## src/rtl/assert_macros.svh

```systemverilog
// assertion helpers shared by the fifo and back end rtl files
`ifndef ASSERT_MACROS_SVH
`define ASSERT_MACROS_SVH

// checked on every clock edge outside reset
`define CLCD_ASSERT(lbl, clk, rst, prop, msg) \
  lbl: assert property (@(posedge clk) disable iff (rst) prop) else $error(msg);

// checked on every clock edge, reset included
`define CLCD_ASSERT_ALWAYS(lbl, clk, prop, msg) \
  lbl: assert property (@(posedge clk) prop) else $error(msg);

`endif

```

## src/rtl/clcd_pkg.sv

```systemverilog
package clcd_pkg;

  // expander byte control bits
  localparam int BIT_BL = 3;
  localparam int BIT_EN = 2;
  localparam int BIT_RW = 1;
  localparam int BIT_RS = 0;

  // character codes
  localparam logic [7:0] CH_NEWLINE  = 8'h0A;
  localparam logic [7:0] CH_RETURN   = 8'h0D;
  localparam logic [7:0] CH_PRINT_LO = 8'h20;
  localparam logic [7:0] CH_PRINT_HI = 8'h7E;

  // set ddram address command
  localparam logic [7:0] CMD_SET_ADDR = 8'h80;

  // zero-based row index, up to four rows
  localparam int ROW_W = 2;

  // queue between front and back
  localparam int QUEUE_DEPTH = 2;
  localparam int Q_PTR_W     = 1;
  localparam int Q_CNT_W     = 2;

  typedef struct packed {
    logic       has_data;
    logic       has_cmd;
    logic [7:0] data_byte;
    logic [7:0] cmd_byte;
  } job_t;

  typedef struct packed {
    logic full;
    logic empty;
  } q_status_t;

  function automatic logic [7:0] row_base(input logic [ROW_W-1:0] row);
    logic [7:0] base;
    case (row)
      2'd0:    base = 8'h00;
      2'd1:    base = 8'h40;
      2'd2:    base = 8'h14;
      2'd3:    base = 8'h54;
      default: base = 8'h00;
    endcase
    return base;
  endfunction

endpackage

```

## src/rtl/clcd_front.sv

```systemverilog
module clcd_front #(
  parameter int COLUMNS = 20,
  parameter int ROWS    = 4
) (
  input  logic              clk,
  input  logic              rst,
  input  logic              accept,
  input  logic [7:0]        character,
  output logic              job_valid,
  output clcd_pkg::job_t    job
);
  import clcd_pkg::*;

  localparam int COL_W = $clog2(COLUMNS);

  logic [COL_W-1:0] column;
  logic [COL_W-1:0] column_next;
  logic [ROW_W-1:0] row;
  logic [ROW_W-1:0] row_next;
  logic             is_print;
  logic             is_newline;
  logic             is_return;
  logic             col_wrap;

  always_comb begin
    is_print   = character inside {[CH_PRINT_LO:CH_PRINT_HI]};
    is_newline = (character == CH_NEWLINE);
    is_return  = (character == CH_RETURN);
    col_wrap   = (column == COL_W'(COLUMNS - 1));
  end

  always_comb begin
    column_next = column;
    row_next    = row;
    if (accept) begin
      if (is_print) begin
        column_next = col_wrap ? '0 : column + COL_W'(1);
      end else if (is_newline) begin
        column_next = '0;
        row_next    = (row == ROW_W'(ROWS - 1)) ? '0 : row + ROW_W'(1);
      end else if (is_return) begin
        column_next = '0;
      end
    end
  end

  always_ff @(posedge clk) begin
    if (rst) begin
      column <= '0;
      row    <= '0;
    end else begin
      column <= column_next;
      row    <= row_next;
    end
  end

  // every jump lands on column one, so the address is just the row base
  always_comb begin
    job_valid     = accept && (is_print || is_newline || is_return);
    job.has_data  = is_print;
    job.has_cmd   = !is_print || col_wrap;
    job.data_byte = character;
    job.cmd_byte  = CMD_SET_ADDR | row_base(row_next);
  end

endmodule

```

## src/rtl/clcd_fifo.sv

```systemverilog
module clcd_fifo (
  input  logic                clk,
  input  logic                rst,
  input  logic                wr_en,
  input  clcd_pkg::job_t      wr_data,
  input  logic                rd_en,
  output clcd_pkg::job_t      rd_data,
  output clcd_pkg::q_status_t status
);
  import clcd_pkg::*;
  `include "assert_macros.svh"

  job_t               mem [QUEUE_DEPTH];
  logic [Q_PTR_W-1:0] wr_ptr;
  logic [Q_PTR_W-1:0] rd_ptr;
  logic [Q_CNT_W-1:0] count;

  always_ff @(posedge clk) begin
    if (wr_en) begin
      mem[wr_ptr] <= wr_data;
    end
  end

  always_ff @(posedge clk) begin
    if (rst) begin
      wr_ptr <= '0;
      rd_ptr <= '0;
      count  <= '0;
    end else begin
      if (wr_en) begin
        wr_ptr <= wr_ptr + Q_PTR_W'(1);
      end
      if (rd_en) begin
        rd_ptr <= rd_ptr + Q_PTR_W'(1);
      end
      if (wr_en && !rd_en) begin
        count <= count + Q_CNT_W'(1);
      end else if (rd_en && !wr_en) begin
        count <= count - Q_CNT_W'(1);
      end
    end
  end

  always_comb begin
    rd_data      = mem[rd_ptr];
    status.full  = (count == Q_CNT_W'(QUEUE_DEPTH));
    status.empty = (count == '0);
  end

  `CLCD_ASSERT(a_no_overflow, clk, rst, !(wr_en && status.full), "queue write while full")
  `CLCD_ASSERT(a_no_underflow, clk, rst, !(rd_en && status.empty), "queue read while empty")
  `CLCD_ASSERT(a_count_range, clk, rst, count <= Q_CNT_W'(QUEUE_DEPTH), "queue count out of range")

endmodule

```

## src/rtl/clcd_back.sv

```systemverilog
module clcd_back (
  input  logic                clk,
  input  logic                rst,
  input  logic                backlight_on,
  input  clcd_pkg::q_status_t q_status,
  input  clcd_pkg::job_t      q_data,
  output logic                q_rd,
  input  logic                pop,
  output logic                empty,
  output logic [7:0]          expander_byte,
  output logic                last_of_run
);
  import clcd_pkg::*;
  `include "assert_macros.svh"

  job_t       cur;
  logic       busy;
  logic [2:0] step;
  logic       out_valid;
  logic       advance;
  logic       is_last;
  logic [7:0] lcd_byte;
  logic [3:0] nibble;
  logic [7:0] gen_byte;

  // step[2]: command byte (the second lcd byte when there is data), step[1]: low nibble, step[0]: enable dropped
  always_comb begin
    advance  = busy && (!out_valid || pop);
    is_last  = (step == 3'd7) || (step == 3'd3 && !cur.has_cmd);
    q_rd     = !q_status.empty && (!busy || (advance && is_last));
    lcd_byte = step[2] ? cur.cmd_byte : cur.data_byte;
    nibble   = step[1] ? lcd_byte[3:0] : lcd_byte[7:4];
    gen_byte = {nibble, 4'b0000};
    gen_byte[BIT_BL] = backlight_on;
    gen_byte[BIT_EN] = !step[0];
    gen_byte[BIT_RW] = 1'b0;
    gen_byte[BIT_RS] = !step[2];
  end

  always_ff @(posedge clk) begin
    if (rst) begin
      busy <= 1'b0;
      step <= '0;
    end else if (q_rd) begin
      busy <= 1'b1;
      step <= q_data.has_data ? 3'd0 : 3'd4;
    end else if (advance && is_last) begin
      busy <= 1'b0;
    end else if (advance) begin
      step <= step + 3'd1;
    end
  end

  always_ff @(posedge clk) begin
    if (q_rd) begin
      cur <= q_data;
    end
  end

  always_ff @(posedge clk) begin
    if (rst) begin
      out_valid <= 1'b0;
    end else if (advance) begin
      out_valid <= 1'b1;
    end else if (pop) begin
      out_valid <= 1'b0;
    end
  end

  always_ff @(posedge clk) begin
    if (advance) begin
      expander_byte <= gen_byte;
      last_of_run   <= is_last;
    end
  end

  assign empty = !out_valid;

  `CLCD_ASSERT(a_cmd_only_start, clk, rst, (busy && !cur.has_data) |-> step[2], "command-only job in data half")
  `CLCD_ASSERT(a_run_restart, clk, rst, (advance && is_last) |=> (!busy || step == 3'd0 || step == 3'd4), "new run not at its first step")
  `CLCD_ASSERT(a_job_has_work, clk, rst, busy |-> (cur.has_data || cur.has_cmd), "job with nothing to send")

endmodule

```

## src/rtl/char_lcd_i2c_nibble_writer.sv

```systemverilog
// channel   direction  handshake              payload
// input     in         push / full            character
// result    out        pop / empty            expander_byte, last_of_run
// config    in         cfg_valid / cfg_ready  cfg_data (backlight_on)
//
// a character is taken whenever the queue has room
// each character yields 0, 4 or 8 expander bytes, one per cycle while the result is popped
// sustained rate is set by the back end byte sequencer
// a stalled result holds the back end; the front keeps taking requests until the queue fills
// reset clears the cursor to row 1, column 1, sets backlight on and empties all stages
module char_lcd_i2c_nibble_writer #(
  parameter int COLUMNS = 20,
  parameter int ROWS    = 4
) (
  input  logic       clk,
  input  logic       rst,
  input  logic       push,
  output logic       full,
  input  logic [7:0] character,
  input  logic       pop,
  output logic       empty,
  output logic [7:0] expander_byte,
  output logic       last_of_run,
  input  logic       cfg_valid,
  output logic       cfg_ready,
  input  logic       cfg_data
);
  import clcd_pkg::*;

  logic      backlight_on;
  logic      accept;
  logic      job_valid;
  job_t      job;
  job_t      q_data;
  logic      q_rd;
  q_status_t q_status;

  // config register, always writable
  assign cfg_ready = 1'b1;

  always_ff @(posedge clk) begin
    if (rst) begin
      backlight_on <= 1'b1;
    end else if (cfg_valid && cfg_ready) begin
      backlight_on <= cfg_data;
    end
  end

  // request accepted whenever the job queue has room
  assign full   = q_status.full;
  assign accept = push && !full;

  // front: classify the character and move the cursor
  clcd_front #(
    .COLUMNS (COLUMNS),
    .ROWS    (ROWS)
  ) u_front (
    .clk       (clk),
    .rst       (rst),
    .accept    (accept),
    .character (character),
    .job_valid (job_valid),
    .job       (job)
  );

  // short queue of pending jobs, dropped characters never enter it
  clcd_fifo u_fifo (
    .clk     (clk),
    .rst     (rst),
    .wr_en   (job_valid),
    .wr_data (job),
    .rd_en   (q_rd),
    .rd_data (q_data),
    .status  (q_status)
  );

  // back: split each lcd byte into four expander bytes behind an output register
  clcd_back u_back (
    .clk           (clk),
    .rst           (rst),
    .backlight_on  (backlight_on),
    .q_status      (q_status),
    .q_data        (q_data),
    .q_rd          (q_rd),
    .pop           (pop),
    .empty         (empty),
    .expander_byte (expander_byte),
    .last_of_run   (last_of_run)
  );

endmodule

```

## config.mk

```make
export PLATFORM = sky130hd
export DESIGN_NAME = char_lcd_i2c_nibble_writer
export DESIGN_NICKNAME = d
export VERILOG_FILES = /design/src/rtl/clcd_pkg.sv /design/src/rtl/clcd_front.sv /design/src/rtl/clcd_fifo.sv /design/src/rtl/clcd_back.sv /design/src/rtl/char_lcd_i2c_nibble_writer.sv
export VERILOG_INCLUDE_DIRS = /design/src /design/src/rtl
export SDC_FILE = /design/constraint.sdc
export NUM_CORES = 1
export LEC_CHECK = 0
export BUFFER_PORTS_ARGS = -buffer_cell sky130_fd_sc_hd__buf_2
export CORE_MARGIN = 5
export CORE_UTILIZATION = 40
export CTS_CLUSTER_SIZE = 16
export DETAILED_ROUTE_END_ITERATION = 10
export GPL_TIMING_DRIVEN = 1
export HOLD_SLACK_MARGIN = 0.08
export PLACE_DENSITY = 0.6
export SLEW_MARGIN = 25
export SYNTH_ARGS = -nofsm -noshare
export SYNTH_HDL_FRONTEND = slang
export SYNTH_SLANG_ARGS = --single-unit
```

## constraint.sdc

```tcl
create_clock -name clk -period 3.1 [get_ports clk]
set_input_delay 0.62 -clock clk [delete_from_list [all_inputs] [get_ports clk]]
set_output_delay 0.62 -clock clk [all_outputs]
set_load 0.01 [all_outputs]
```

==> impl_metrics.toml, run 1 <==
[grt]
antenna_found_initial = 0
grt_first_pass_wirelength_mm = 6.82
grt_start_max_net_pins = 19
grt-ovfl-total = 0
grt_pass1_vias = 1479
grt_use_total = 0.106

[floorplanning]
rows = 29
die_x_um = 89.7
start_util = 0.405
core_area_um2 = 6280
dieArea_um2 = 8050
die_h_um = 89.7
ios = 26

[synthesis]
synth_cell_types = 47
synthArstFlopShare = 0
ys_warn_count = 0
ys_ff_latch = 61
seq_area_frac_synth = 0.650
synth_ff_type = "edfxtp_1"
syn_nets = 197
synth.cell_area_um2 = 2540
synth-edff-count = 43
synthCells = 177
syn_avg_cell_area_um2 = 14.4

[timing]
rsz0062_at_grt = "no"
max_freq_mhz = 424
fin_setup_tns_ps = 0
finalHoldViolCount = 0
max_slew.worst_pin.slew_ps = 653
holdWs_ps = 440
fin_crit_ps = 2360
setup_viol = 0
maxSlewHeadroom = 0.564
skew_ps = 13.8
period_share = 0.760
finalMaxSlewViolations = 0

[worst_setup_path]
reg2reg_slack_ps = 740
critPathLaunchType = "flop"
cp-end-kind = "flop"
worstPathMaxFanout = 8
worstPathRequired_ps = 3370
cp.arrival_ps = 2630
path_class = "flop to flop"

[clock_network]
cts-buffers-inserted = 9
root_buffer = "clkbuf_8"
cts_num_sinks = 61
cts_tree = "done"
post_cts_buffers = 0
path_clk_slew_ps = 80
clock_latency_ps = 330
postCtsHoldBufs = 0
clockBufferDepth = 2
htreeDepth = 3
ctsResizeCount = 0

[drt]
drc = 0
ant_nets = 0
via_count = 1407
drt_iter0_drc = 41
wl_per_cell_um = 13.7
avgViaCountPerCell = 4.87
wl_mm = 3.97
dr.pass1.iters = 4

[layout]
syn2layout_area_growth_pct = 15.7
layout-drive-gt1-share = 0.269
n_antenna_cell = 0
multi_input_area_um2 = 833
area.sequential_um2 = 1650
nFillCells = 566
nets = 227

[power_and_ir_drop]
power.density_nw_per_um2 = 789
pwr-share-seq = 0.504
swShare = 0.278
ir_drop_uv = 337
pwr-share-clk = 0.294
combPwrFrac = 0.202
switchingPower_mw = 0.645
leakagePower_nw = 1.11
p_int_mw = 1.67

[job]
max_cap_viol_count = 0

[status]
outcome = "finished clean"

[worst_hold_path]
worstHoldPathType = "flop to flop"

[placed_design]
dp_hpwl_mm = 2.80
gp_congestion = 0.719
numPortBuffers = 23
## layer usage
metal / routed length [um] / share of wire / global-route usage
met2: 1980 / 0.50 / 0.166
met1: 1730 / 0.44 / 0.122
met5: 0 / 0 / 0
met4: 43 / 0.011 / 0.0466
met3: 209 / 0.053 / 0.0543
## power groups by stage
stage	sequential [mW]	clock, mW	combinational, mW
after floorplan	1.17	0	0.346
after global placement	1.19	0	0.468
after detailed placement	1.19	0	0.476
after CTS	1.17	0.704	0.480
after global routing	1.19	0.744	0.527
final	1.17	0.681	0.469
## stage by stage
step	util	worst slack (ps)	area (um2)	std cells	power [mW]
3_5_place_dp	0.436	719	2740	273	1.67
5_1_grt	0.468	576	2940	289	2.46
3_3_place_gp	0.436	751	2740	273	1.65
6_report	0.468	743	2940	289	2.32
2_1_floorplan	-	688	2540	177	1.52
4_1_cts	0.468	713	2940	289	2.36
## logic make-up (layout without fill, tap and decap cells)
group / Yosys count / after routing / synth area share
DFF: 61 / 61 / 0.650
and+or+nand+nor: 53 / 53 / 0.138
AOI/OAI and AO/OA: 19 / 19 / 0.0576
muxes: 18 / 18 / 0.0822
buffers and inverters: 13 / 48 / 0.0222
adders and majority gates: 6 / 6 / 0.0295
xor gates and xnor gates: 5 / 5 / 0.0172
other: 2 / 2 / 0.00296
## critical path, cell delays in order, from the launching register on
cell and delay (ps):
dfxtp_1 490, ha_1 240, ha_1 140, nor2b_2 220, o22ai_1 150, a21oi_2 190
inv_2 50, ha_1 300, or3_1 380, a21oi_1 140
## layout by cell type (no fill, tap or decap), drive strengths merged, types with 5 or more instances in the layout
master	synthesis	routed
a21oi	6	6
buf	3	25
clkbuf	3	12
nand3	5	5
mux2	13	13
nor3	5	5
inv	7	9
nor2	13	13
ha	6	6
nor2b	8	8
edfxtp	43	43
dfxtp	18	18
## cell usage after synthesis, types with 2 or more instances
master / instances / area (um2)
a21o_1: 2 / 15.0
o21ai_1: 2 / 10.0
nor4_2: 2 / 25.0
nor3_1: 5 / 25.0
nand3_1: 5 / 25.0
or2_1: 2 / 12.5
mux2i_1: 4 / 40.0
nor2b_1: 7 / 43.8
nor3b_2: 2 / 25.0
and3_1: 2 / 12.5
a21oi_1: 4 / 20.0
inv_1: 6 / 22.5
buf_4: 2 / 15.0
mux2_1: 12 / 135
clkbuf_1: 3 / 11.3
ha_1: 6 / 75.1
nand2_1: 3 / 11.3
dfxtp_1: 18 / 360
xnor2_1: 3 / 26.3
conb_1: 2 / 7.51
nor2_1: 12 / 45.0
edfxtp_1: 43 / 1290
xor2_1: 2 / 17.5
o22ai_1: 2 / 12.5
a211o_1: 4 / 35.0
## path summary, 6_finish.rpt
path                               start                                end  cells after the start
max          u_back.step[1]$_SDFFE_PP0P_       u_fifo.count[1]$_SDFFE_PP0P_                      9
min            backlight_on$_SDFFE_PP1P_  u_back.expander_byte[3]$_DFFE_PP_                      0
min reg2reg    backlight_on$_SDFFE_PP1P_  u_back.expander_byte[3]$_DFFE_PP_                      0
max reg2reg  u_back.step[1]$_SDFFE_PP0P_       u_fifo.count[1]$_SDFFE_PP0P_                      9
## state kept, by name, indices dropped and copies added (netlist names), 2 cells and up, named ones only
signal	cells
u_front.row	2
u_back.step	3
u_fifo.count	2
u_back.expander_byte	7
u_back.cur	11
u_front.column	5
u_fifo.mem	24
## final cells by class
type,count,area share
inverter,7,0.00894
timing repair buffer,25,0.0443
multi-input combinational,103,0.283
clock buffer,12,0.0600
sequential,61,0.562
tap,77,0.0328
clock inverter,4,0.00894
(Power assumes the default switching activity.)
==> inputs of run 2 (changes only) <==
- ABC_AREA: unset -> 1
- PLACE_DENSITY: 0.6 -> 0.62
- clock period: 3.1 -> 2.12 ns (I/O delays scaled with it)
==> impl_metrics.toml, run 2 <==
[worst_setup_path]
worstPathMaxFanout = 9
critPathLaunchType = "flop"
r2r-start = "u_back.step[2]$_SDFFE_PP0P_"
crit_start = "u_back.step[2]$_SDFFE_PP0P_"
worstPathRequired_ps = 2340
cp.arrival_ps = 2080
cp-end-kind = "flop"
path_class = "flop to flop"

[layout]
layout-drive-gt1-share = 0.286
stdcell_count = 353
most-common-layout-cells = "edfxtp_1 (43), nand2_1 (35), inv_1 (27)"
top_regs = "u_fifo.mem: 24 flops, u_back.cur: 11 flops, u_back.expander_byte: 7 flops"
n_antenna_cell = 0
final_util = 0.479
nets = 291
finalInstanceArea_um2 = 3060
largest-register = "u_fifo.mem"
largest_reg_flops = 24
mostFrequentLayoutCell = "edfxtp_1"
syn2layout_area_growth_pct = 16.0

[timing]
skew_ps = 8.18
finalHoldViolCount = 0
maxSlewHeadroom = 0.638
max_slew.worst_pin.slew_ps = 543
setup_viol = 0
finalMaxSlewViolations = 0
rsz0062_at_grt = "no"
period_share = 0.877
fin_setup_tns_ps = 0
max_freq_mhz = 538
fin_crit_ps = 1860

[placed_design]
numPortBuffers = 23
dp_cells = 337
gp_congestion = 0.735
dp_hpwl_mm = 3.01
place_area_um2 = 2880

[clock_network]
clock_latency_ps = 340
cts-buffers-inserted = 9
clockBufferDepth = 2
root_buffer = "clkbuf_8"
htreeDepth = 3
cts_tree = "done"
cts_num_sinks = 61
path_clk_slew_ps = 70

[worst_hold_path]
worstHoldPathType = "input port to flop"
hold_path.startpoint = "cfg_valid"

[power_and_ir_drop]
pwr-share-clk = 0.284
ir_drop_uv = 484
power.density_nw_per_um2 = 1090
switchingPower_mw = 0.982
combPwrFrac = 0.204
pwr-share-seq = 0.512
swShare = 0.295
leakagePower_nw = 1.25
p_int_mw = 2.35
total_power_mw = 3.33

[drt]
ant_nets = 0
drt_iter0_drc = 50
avgViaCountPerCell = 4.54
drc = 0
wl_per_cell_um = 12.1
via_count = 1603
wl_mm = 4.28
dr.pass1.iters = 4

[synthesis]
synth_cell_types = 31
yosys-top-cells-count = "edfxtp_1 (43), nand2_1 (35), inv_1 (27)"
syn_nets = 256
synthXorXnorAreaFrac = 0.00996
syn_avg_cell_area_um2 = 11.2
synth.cell_area_um2 = 2640
synthTopCellsByArea = "edfxtp_1 (49%), dfxtp_1 (14%), nand2_1 (5.0%)"
synth-edff-count = 43
synth_mux_area_frac = 0.0507
synthArstFlopShare = 0
yosys.area_share.simple = 0.162
seq_area_frac_synth = 0.626
ys_warn_count = 0
ys_ff_latch = 61
synth_top_area_frac = 0.489
synthAdderAreaFrac = 0.0284
synthCells = 236
synth.most_common_cell = "edfxtp_1"
synth_area_leader_cell = "edfxtp_1"
synth_top_family_by_area = "simple AND/OR/NAND/NOR gates"
synth_compound_area_frac = 0.0635
synth_ff_type = "edfxtp_1"

[floorplanning]
core_area_um2 = 6390
die_x_um = 91.2
rows = 29
ios = 26
start_util = 0.413
dieArea_um2 = 8320
die_h_um = 91.2

[grt]
grt_start_max_net_pins = 18
grt_use_total = 0.117
grt_first_pass_wirelength_mm = 7.52
grt-ovfl-total = 0
antenna_found_initial = 0
grt_pass1_vias = 1558

[status]
outcome = "finished clean"

[job]
max_cap_viol_count = 0
run 2: cell types whose count changed after synthesis, sizes merged, moves of 4 or more:
cell	change
nand2	+40
o21ai	+9
a211o	-4
a21oi	+7
nor3	-4
nor2b	-8
nor2	+15
nand3	+7
inv	+24
run 2: what timing repair did:
item,4_1_cts,5_1_grt
resized for setup,0,2
setup endpoints to repair,0,1
buffers inserted,0,0
hold buffers,0,0
run 2: layer usage:
metal	vias to the layer above	part of all wire	GRT usage
met5	-	0	0
met4	0	0.020	0.0623
met3	8	0.037	0.0413
met2	28	0.45	0.176
met1	714	0.49	0.147
li1	853	-	-
run 2: worst paths after layout:
path	slack, ps	cells after the start	end
worst max-delay path	260	12	u_fifo.count[1]$_SDFFE_PP0P_
worst max register to register	260	12	u_fifo.count[1]$_SDFFE_PP0P_
worst min register to register	440	0	u_back.expander_byte[3]$_DFFE_PP_
worst min-delay path	280	2	backlight_on$_SDFFE_PP1P_
run 2: layout make-up:
cell class	count	area [um2]
Tap cell	77	96.3
Timing Repair Buffer	29	173
Clock buffer	11	151
Fill cell	592	3320
Sequential cell	61	1650
Inverter	31	116
Clock inverter	5	35.0
Multi-Input combinational cell	139	838
run 2: power by group through the flow:
stage	sequential (mW)	clock, mW	combinational [mW]
5_1_grt	1.74	1.04	0.769
3_3_place_gp	1.73	0	0.674
2_1_floorplan	1.71	0	0.491
6_report	1.71	0.949	0.679
4_1_cts	1.71	0.980	0.684
3_5_place_dp	1.74	0	0.676
run 2: metrics by stage:
| stage | setup slack [ps] | hold slack (ps) |
|---|---|---|
| 2_1_floorplan | 253 | 408 |
| 3_3_place_gp | 122 | 417 |
| 3_5_place_dp | 103 | 422 |
| 4_1_cts | 213 | 258 |
| 5_1_grt | 53.9 | 277 |
| 6_report | 261 | 276 |
run 2: cells by family after synthesis:
family / Yosys count
adders and majority gates: 6
muxes: 12
DFF: 61
other: 2
AOI/OAI and AO/OA: 28
buffers and inverters: 36
xor gates and xnor gates: 3
and+or+nand+nor: 88
run 2: critical path, stage by stage (launching register included):
cell and delay [ps]:
dfxtp_1 420, inv_2 110, ha_1 200, nand2_1 60, nand2_1 80, nand2_1 70, nand2_1 60, nand2_1 90
ha_1 250, a21oi_1 120, o21ai_1 90, o21ai_1 120, a21oi_1 50
==> inputs of run 3 (changes only) <==
- CORE_ASPECT_RATIO: unset -> 1.5
==> impl_metrics.toml, run 3 (synthesis gave the netlist of run 2 again) <==
[grt]
grt_start_max_net_pins = 18
antenna_found_initial = 0
grt_first_pass_wirelength_mm = 7.15
grt_pass1_vias = 1598
grt-ovfl-total = 0
grt_use_total = 0.112

[drt]
wl_mm = 4.24
avgViaCountPerCell = 4.71
drc = 0
drt_iter0_drc = 73
via_count = 1661
ant_nets = 0
dr.pass1.iters = 4
wl_per_cell_um = 12.0

[worst_setup_path]
ff2ff_path_depth = 12
cp.arrival_ps = 2150
crit_buf_inv = 1
critPathLaunchType = "flop"
worstReg2RegEnd = "u_fifo.count[1]$_SDFFE_PP0P_"
worst_path_max_delay_cell = "dfxtp_1"
worstPathMaxFanout = 9
cp_cell_sequence = "inv_2 -> ha_1 -> nand2_1 -> nand2_1 -> nand2_1 -> nand2_1 -> nand2_1 -> ha_1 -> a21oi_1 -> o21ai_0 -> o21ai_0 -> a21oi_1"
cp_top_family = "compound AO/OA/AOI/OAI gates"
max_stage_delay_ps = 420
worstPathRequired_ps = 2330
cp-end-kind = "flop"
reg2reg_slack_ps = 180
critPathMostFrequentCell = "nand2_1"
path_class = "flop to flop"
r2r-start = "u_back.step[2]$_SDFFE_PP0P_"

[placed_design]
numPortBuffers = 23
gp_congestion = 0.821
dp_hpwl_mm = 3.11
place_area_um2 = 2880

[clock_network]
path_clk_slew_ps = 70
cts-buffers-inserted = 9
clock_latency_ps = 330
cts_num_sinks = 61
htreeDepth = 3
clockBufferDepth = 2
ctsResizeCount = 0
postCtsHoldBufs = 0
post_cts_buffers = 0
cts_tree = "done"
root_buffer = "clkbuf_8"

[timing]
skew_ps = 5.42
fin_setup_tns_ps = 0
rsz0062_at_grt = "no"
fin_crit_ps = 1940
finalMaxSlewViolations = 0
maxSlewHeadroom = 0.644
max_freq_mhz = 517
setup_viol = 0
finalHoldViolCount = 0
max_slew.worst_pin.slew_ps = 533
period_share = 0.913

[layout]
layout-drive-gt1-share = 0.289
nets = 292
nFillCells = 625
finalInstanceArea_um2 = 3100
most-common-layout-cells = "edfxtp_1 (43), nand2_1 (35), inv_1 (27)"
syn2layout_area_growth_pct = 17.4
largest-register = "u_fifo.mem"
largest_reg_flops = 24
mostFrequentLayoutCell = "edfxtp_1"
top_regs = "u_fifo.mem: 24 flops, u_back.cur: 11 flops, u_back.expander_byte: 7 flops"
n_antenna_cell = 0

[power_and_ir_drop]
power.density_nw_per_um2 = 1110
leakagePower_nw = 1.28
ir_drop_uv = 384

[floorplanning]
rows = 36
start_util = 0.407
core_area_um2 = 6490
ios = 26
die_x_um = 76.3
dieArea_um2 = 8350
die_h_um = 109

[worst_hold_path]
worstHoldPathType = "input port to flop"
hold_depth = 2
hold_path.startpoint = "cfg_valid"
worstHoldEndpoint = "backlight_on$_SDFFE_PP1P_"

[job]
max_cap_viol_count = 0

[status]
outcome = "finished clean"
run 3: changes by cell type in the layout (fill, tap and decap cells not counted), sizes merged:
cell      before  now
buf           29   30
clkbuf        11   14
clkinvlp       3    0
run 3: cell type report:
type / instances / area, um2 / share of cell area
timing repair buffer: 30 / 180 / 0.0582
clock inverter: 2 / 10.0 / 0.00323
multi-input combinational: 139 / 838 / 0.271
inverter: 31 / 116 / 0.0376
sequential: 61 / 1650 / 0.533
tap: 76 / 95.1 / 0.0307
clock buffer: 14 / 205 / 0.0663
run 3: routing by layer:
metal / wire (um) / part of all wire / vias to the layer above / track usage
met5: 0 / 0 / - / 0
met1: 1630 / 0.38 / 770 / 0.108
met3: 182 / 0.043 / 10 / 0.0352
li1: - / - / 856 / -
met4: 123 / 0.029 / 0 / 0.0725
met2: 2300 / 0.54 / 25 / 0.203
run 3: worst max-delay path by stage:
stage	start	to	cells past startpoint
detailed placement	character[1]	u_fifo.count[1]$_SDFFE_PP0P_	13
CTS	u_back.step[2]$_SDFFE_PP0P_	u_fifo.count[1]$_SDFFE_PP0P_	12
floorplan	character[7]	u_fifo.mem[0][10]$_DFFE_PP_	6
finish	u_back.step[2]$_SDFFE_PP0P_	u_fifo.count[1]$_SDFFE_PP0P_	12
global route	u_back.step[2]$_SDFFE_PP0P_	u_fifo.count[1]$_SDFFE_PP0P_	12
global placement	character[3]	u_fifo.count[1]$_SDFFE_PP0P_	13
run 3: stage by stage:
| step | hold slack (ps) | power [mW] | std cells | utilization | setup WS, ps |
|---|---|---|---|---|---|
| after floorplan | 408 | 2.20 | 236 | - | 253 |
| after detailed placement | 418 | 2.43 | 337 | 0.444 | 135 |
| after global placement | 413 | 2.40 | 337 | 0.444 | 190 |
| final | 284 | 3.43 | 353 | 0.477 | 185 |
| after CTS | 271 | 3.48 | 353 | 0.477 | 179 |
| after global routing | 272 | 3.63 | 353 | 0.477 | 26.7 |
run 3: power breakdown:
part           internal [mW]  switching, mW  total [mW]
sequential              1.59          0.119        1.70
clock                  0.627          0.423        1.05
combinational          0.283          0.394       0.677
total                   2.50          0.936        3.43
